## config.mk

```make
export PLATFORM = sky130hd
export DESIGN_NAME = amstk_mul
export DESIGN_NICKNAME = d
export VERILOG_FILES = /design/src/amstk_pkg.sv /design/src/amstk_mul.sv
export SDC_FILE = /design/constraint.sdc
export NUM_CORES = 2
export LEC_CHECK = 0
export ABC_AREA = 1
export BUFFER_PORTS_ARGS = -buffer_cell sky130_fd_sc_hd__buf_2
export CORE_MARGIN = 2
export CORE_UTILIZATION = 60
export CTS_CLUSTER_SIZE = 25
export DETAILED_ROUTE_END_ITERATION = 8
export GPL_ROUTABILITY_DRIVEN = 0
export PLACE_DENSITY = 0.77
export SETUP_SLACK_MARGIN = 0.2
export SLEW_MARGIN = 5
export SYNTH_ARGS = -nofsm -noshare
export SYNTH_HDL_FRONTEND = slang
export SYNTH_SLANG_ARGS = --single-unit
```

## constraint.sdc

```tcl
create_clock -name clock -period 19.1 [get_ports clock]
set_input_delay 0 -clock clock [delete_from_list [all_inputs] [get_ports clock]]
set_output_delay 0 -clock clock [all_outputs]
set_load 0.01 [all_outputs]
```

## src/amstk_pkg.sv

```systemverilog
// Types, codes and constants shared by the matrix stack modules.
package amstk_pkg;

   localparam int NUM_WORDS = 16;
   localparam int IDX_W     = 4;
   localparam int AMT_W     = 32;
   localparam int OUT_W     = 32;
   localparam int CHUNK_W   = 32;

   localparam logic [IDX_W-1:0] LAST_IDX = 4'd15;

   // Column numbers within a 4x4 column-major matrix
   localparam logic [1:0] COL_X = 2'd0;
   localparam logic [1:0] COL_Y = 2'd1;
   localparam logic [1:0] COL_Z = 2'd2;
   localparam logic [1:0] COL_W = 2'd3;

   typedef enum logic [2:0] {
      ACT_PUSH_TRANSLATE = 3'd0,
      ACT_PUSH_SCALE     = 3'd1,
      ACT_POP            = 3'd2,
      ACT_SET_IDENTITY   = 3'd3,
      ACT_SCALE          = 3'd4,
      ACT_READ_TOP       = 3'd5
   } action_type;

   typedef enum logic [1:0] {
      STAT_OK        = 2'd0,
      STAT_OVERFLOW  = 2'd1,
      STAT_UNDERFLOW = 2'd2
   } status_type;

   typedef enum logic [2:0] {
      ST_IDLE,
      ST_READ,
      ST_MUL_LOAD,
      ST_MUL_RUN,
      ST_WRITE,
      ST_EMIT,
      ST_DONE
   } state_type;

   typedef struct packed {
      logic load;
      logic step;
   } mul_ctrl_type;

   typedef struct packed {
      logic             rd_en;
      logic             wr_en;
      logic [IDX_W-1:0] rd_idx;
      logic [IDX_W-1:0] wr_idx;
   } store_ctrl_type;

   // True for the four words on the main diagonal
   function automatic logic on_diagonal(input logic [IDX_W-1:0] idx);
      return idx inside {4'd0, 4'd5, 4'd10, 4'd15};
   endfunction

endpackage

```

## src/amstk_mul.sv

```systemverilog
// Iterative fixed-point multiplier: word times amount, shift and saturate.
module amstk_mul
   import amstk_pkg::*;
#(
   parameter int WORD_W    = 32,
   parameter int FRAC_BITS = 16
) (
   input  logic                     clock,
   input  logic                     reset,
   input  mul_ctrl_type             ctrl,
   input  logic signed [WORD_W-1:0] word_a,
   input  logic signed [AMT_W-1:0]  amount_b,
   output logic                     done,
   output logic signed [WORD_W-1:0] product
);

   localparam int NCHUNK = (WORD_W + CHUNK_W - 1) / CHUNK_W;
   localparam int EXT_W  = NCHUNK * CHUNK_W;
   localparam int PW     = WORD_W + AMT_W;
   localparam int CNT_W  = (NCHUNK > 1) ? $clog2(NCHUNK) : 1;

   localparam logic [WORD_W-1:0] WORD_MAX = {1'b0, {(WORD_W-1){1'b1}}};
   localparam logic [WORD_W-1:0] WORD_MIN = {1'b1, {(WORD_W-1){1'b0}}};

   logic signed [EXT_W-1:0]   a_ext;
   logic [CNT_W-1:0]          cnt_ff, cnt_in;
   logic [CNT_W-1:0]          sel_idx;
   logic signed [CHUNK_W:0]   op_a;
   logic signed [CHUNK_W+AMT_W:0] prod;
   logic signed [PW-1:0]      prod_w;
   logic signed [PW-1:0]      acc_ff, acc_in;
   logic signed [PW-1:0]      q;
   logic [PW-WORD_W:0]        q_hi;

   assign a_ext   = EXT_W'(word_a);
   assign sel_idx = cnt_ff - 1'b1;

   // Top chunk carries the sign, lower chunks are unsigned
   always_comb begin
      if (ctrl.load) begin
         op_a = {a_ext[EXT_W-1], a_ext[EXT_W-1 -: CHUNK_W]};
      end else begin
         op_a = {1'b0, a_ext[sel_idx*CHUNK_W +: CHUNK_W]};
      end
   end

   assign prod   = op_a * amount_b;
   assign prod_w = PW'(prod);

   // Horner accumulation from the top chunk down
   always_comb begin
      acc_in = acc_ff;
      cnt_in = cnt_ff;
      if (ctrl.load) begin
         acc_in = prod_w;
         cnt_in = CNT_W'(NCHUNK - 1);
      end else if (ctrl.step && (cnt_ff != '0)) begin
         acc_in = (acc_ff <<< CHUNK_W) + prod_w;
         cnt_in = cnt_ff - 1'b1;
      end
   end

   always_ff @(posedge clock) begin
      if (reset) begin
         cnt_ff <= '0;
      end else begin
         cnt_ff <= cnt_in;
      end
   end

   always_ff @(posedge clock) begin
      acc_ff <= acc_in;
   end

   assign done = (cnt_ff == '0);

   // Arithmetic shift rounds toward minus infinity, then clamp to the word range
   assign q    = acc_ff >>> FRAC_BITS;
   assign q_hi = q[PW-1:WORD_W-1];

   always_comb begin
      if ((&q_hi) || !(|q_hi)) begin
         product = q[WORD_W-1:0];
      end else if (q[PW-1]) begin
         product = WORD_MIN;
      end else begin
         product = WORD_MAX;
      end
   end

endmodule

```

==> impl_results.md <==
* Final setup viols at 0
* Commonest non-fill, non-tap cell in the layout: nand2_1
* Row count at 97
* Max-capacitance violation count at 0
* CTS tree: done
* Status: complete, but fails checks
* RSZ-0062 raised after global routing: no
* Die footprint at 0.07274 sq mm
* Max-Slew Margin vs Limit at roughly 8.3%
* FF-to-FF setup slack at around 7300 ps
* Area grow syn2layout at 3.952%
* #FFs+latches synth at between 60 and 70
* Sequential-to-total area share from yosys stat at 4.584%
* CP Data Required Time at between 15,000 and 20,000 ps
* Vias/cell at a little under 6
* CTS Sinks at 65
* ANT nets after route at 0
* Clock Pin Slew Worst Setup and Hold Paths at roughly 60 ps
* Top_reg_cell synth: edfxtp_1
* Starting Density at 60.60%
* Crit path max-delay cell type: inv_1
* Htree depth at 3
* Kind of critical path: flip-flop to flip-flop
* GRT overflow at 0
* First-pass GRT wire length at between 200,000 and 250,000 um
* WL/cell at between 20 and 25 um
* Antenna violations before repair at 9
* Worst skew pair latency at ~340 ps
* Async set-reset flop share out of synthesis at 0%
* Worst path most repeated cell: fa_1
* CTS max path bufs at 2
* Post-CTS Setup Bufs at 0
* Vias in the first global route at just under 40,000
* Worst slew pin tran at 1374 ps
* Fin crit share at 61.59%
* Drc violations at 10
* Crit path to: acc_ff[44]$_DFFE_PP_
* Post-Synthesis Cell Area at ~0.042 sq mm
* Root Buffer: clkbuf_16
* Reg2reg start: cnt_ff$_SDFFE_PP0P_
* WP data arrival at between 10,000 and 15,000 ps
* Post-DP HPWL at 112,800 um
* Crit Path Max Fanout at 32
* Largest net degree at the start of global routing at 65
* CP Launch Type: flip-flop
* Die width at approximately 270 um
* Setup crit start: cnt_ff$_SDFFE_PP0P_
* Pre-antenna DRT Iters at 9
* R2r endpoint: acc_ff[44]$_DFFE_PP_
* Final net count at between 6,000 and 7,000
* Hold WC Path Type: input pin to flip-flop
* Commonest cells after routing, fill and taps aside: nand2_1, inv_1, fa_1
* Syn Area/Cell at between 8 and 9 sq um
* Syn_nets at approximately 6,600
* Detailed-route via count at roughly 36,000
* FF-to-FF path depth at 34
* Share of layout cells above drive strength 1 at 4.069%
* Maximum clock rate at ~0.085 GHz
* GRT Total Usage at between 30 and 40%
* Fin Clk Skew at about 7.5 ps
* DR iter-0 viols at approximately 4,400
* Core area at approximately 0.07 sq mm
* Pins Over Slew Limit at 0
* Final hold vios at 0
* IO Count at between 100 and 150
* Syn Inst Count at approximately 5,200
* EDFF count, synth at between 60 and 70
* Yosys Warn Count at 0
* CTS buffer count at 9
* Synth cell types at 47
* Crit. End Element: flip-flop
* Failing checks: DRC
* IO Port Bufs at 100
* Die Span Y at between 200 and 300 um
* Minimum clock period at 11,760 ps
* TNS Setup at 0 ps
* Delay of the slowest critical-path stage at approximately 1100 ps
* DRT Wirelength at 139,600 um
==> synthesized netlist by cell type (9+ instances only) <==
cell | number | area [sq um]
and2_1 | 29 | 181.4
clkbuf_1 | 169 | 634.4
edfxtp_1 | 64 | 1922
clkinv_1 | 23 | 86.33
fa_1 | 1104 | 22100
nand3_1 | 134 | 670.6
buf_1 | 9 | 33.78
nor2_1 | 628 | 2357
o21ai_0 | 59 | 295.3
o21bai_1 | 22 | 165.2
ha_1 | 216 | 2703
a21oi_1 | 116 | 580.6
nand4_1 | 26 | 162.7
buf_2 | 13 | 65.06
nor3_1 | 20 | 100.1
inv_1 | 1236 | 4639
nand2_2 | 19 | 118.9
nand2_1 | 1252 | 4700
xor2_1 | 25 | 219.0
nand3b_1 | 11 | 82.58
==> critical path: cells and delay by family (launching register included) <==
| family | cells | cell delay [ps] |
|---|---|---|
| AOI/OAI and AO/OA | 6 | 2090 |
| buffers and inverters | 8 | 1920 |
| DFF | 1 | 430 |
| and+or+nand+nor | 10 | 2170 |
| adders and majority gates | 10 | 4840 |
==> final cells by class <==
class	count	area, sq um
multi-input cells	3722	34970
fillers	5973	25870
inverters	1260	4730
flip-flops and latches	65	1942
well taps	940	1176
repair buffers	147	858.3
clock buffers	9	225.2
clock inverters	7	123.9
diodes	6	15.01
==> worst min-delay path by stage <==
stage,cells after the start,from,slack [ps],endpoint
floorplan,1,reset,70,cnt_ff$_SDFFE_PP0P_
global placement,2,reset,160,cnt_ff$_SDFFE_PP0P_
detailed placement,2,reset,160,cnt_ff$_SDFFE_PP0P_
CTS,3,ctrl[0],380,cnt_ff$_SDFFE_PP0P_
global route,3,ctrl[0],410,cnt_ff$_SDFFE_PP0P_
finish,3,ctrl[0],390,cnt_ff$_SDFFE_PP0P_
==> layer usage <==
layer,routed length (um),GRT usage (%),vias up
li1,-,-,15020
met1,46650,49.21,17530
met2,58920,59.54,2752
met3,22120,15.09,761
met4,11850,24.96,6
met5,59,0,-
==> registers in the layout (all words and copies together) (netlist names) <==
| name | count |
|---|---|
| acc_ff | 64 |
| cnt_ff | 1 |
==> timing repair <==
| action | in CTS | in global routing |
|---|---|---|
| hold buffers | 2 | 0 |
| hold endpoints to repair | 1 | 0 |
| resized for setup | 0 | 0 |
| endpoints found under the setup margin | 0 | 0 |
==> per-stage QoR <==
stage               setup WS, ps  cell area [sq um]  hold slack [ps]  util (%)  std cells
global placement            7822              43640            164.3     62.43       6132
CTS                         7995              44010            384.3     62.96       6150
detailed placement          7874              43640            164.5     62.43       6132
finish                      7336              44040            385.4     62.99       6156
global route                7213              44020            405.0     62.97       6150
floorplan                  10380              42360            71.69         -       5239
==> logic make-up (layout without fill, tap and decap cells) <==
group | after synthesis | count (layout) | synth area share [%]
AOI/OAI and AO/OA | 217 | 217 | 2.832
and+or+nand+nor | 2155 | 2155 | 20.45
other | 0 | 6 | 0
buffers and inverters | 1452 | 1423 | 12.91
adders and majority gates | 1320 | 1320 | 58.55
xor gates and xnor gates | 30 | 30 | 0.6734
DFF | 65 | 65 | 4.584
Power is left out: the tool's default activity adds up to more than one toggle a clock period on the data nets, which glitch-free logic cannot reach.
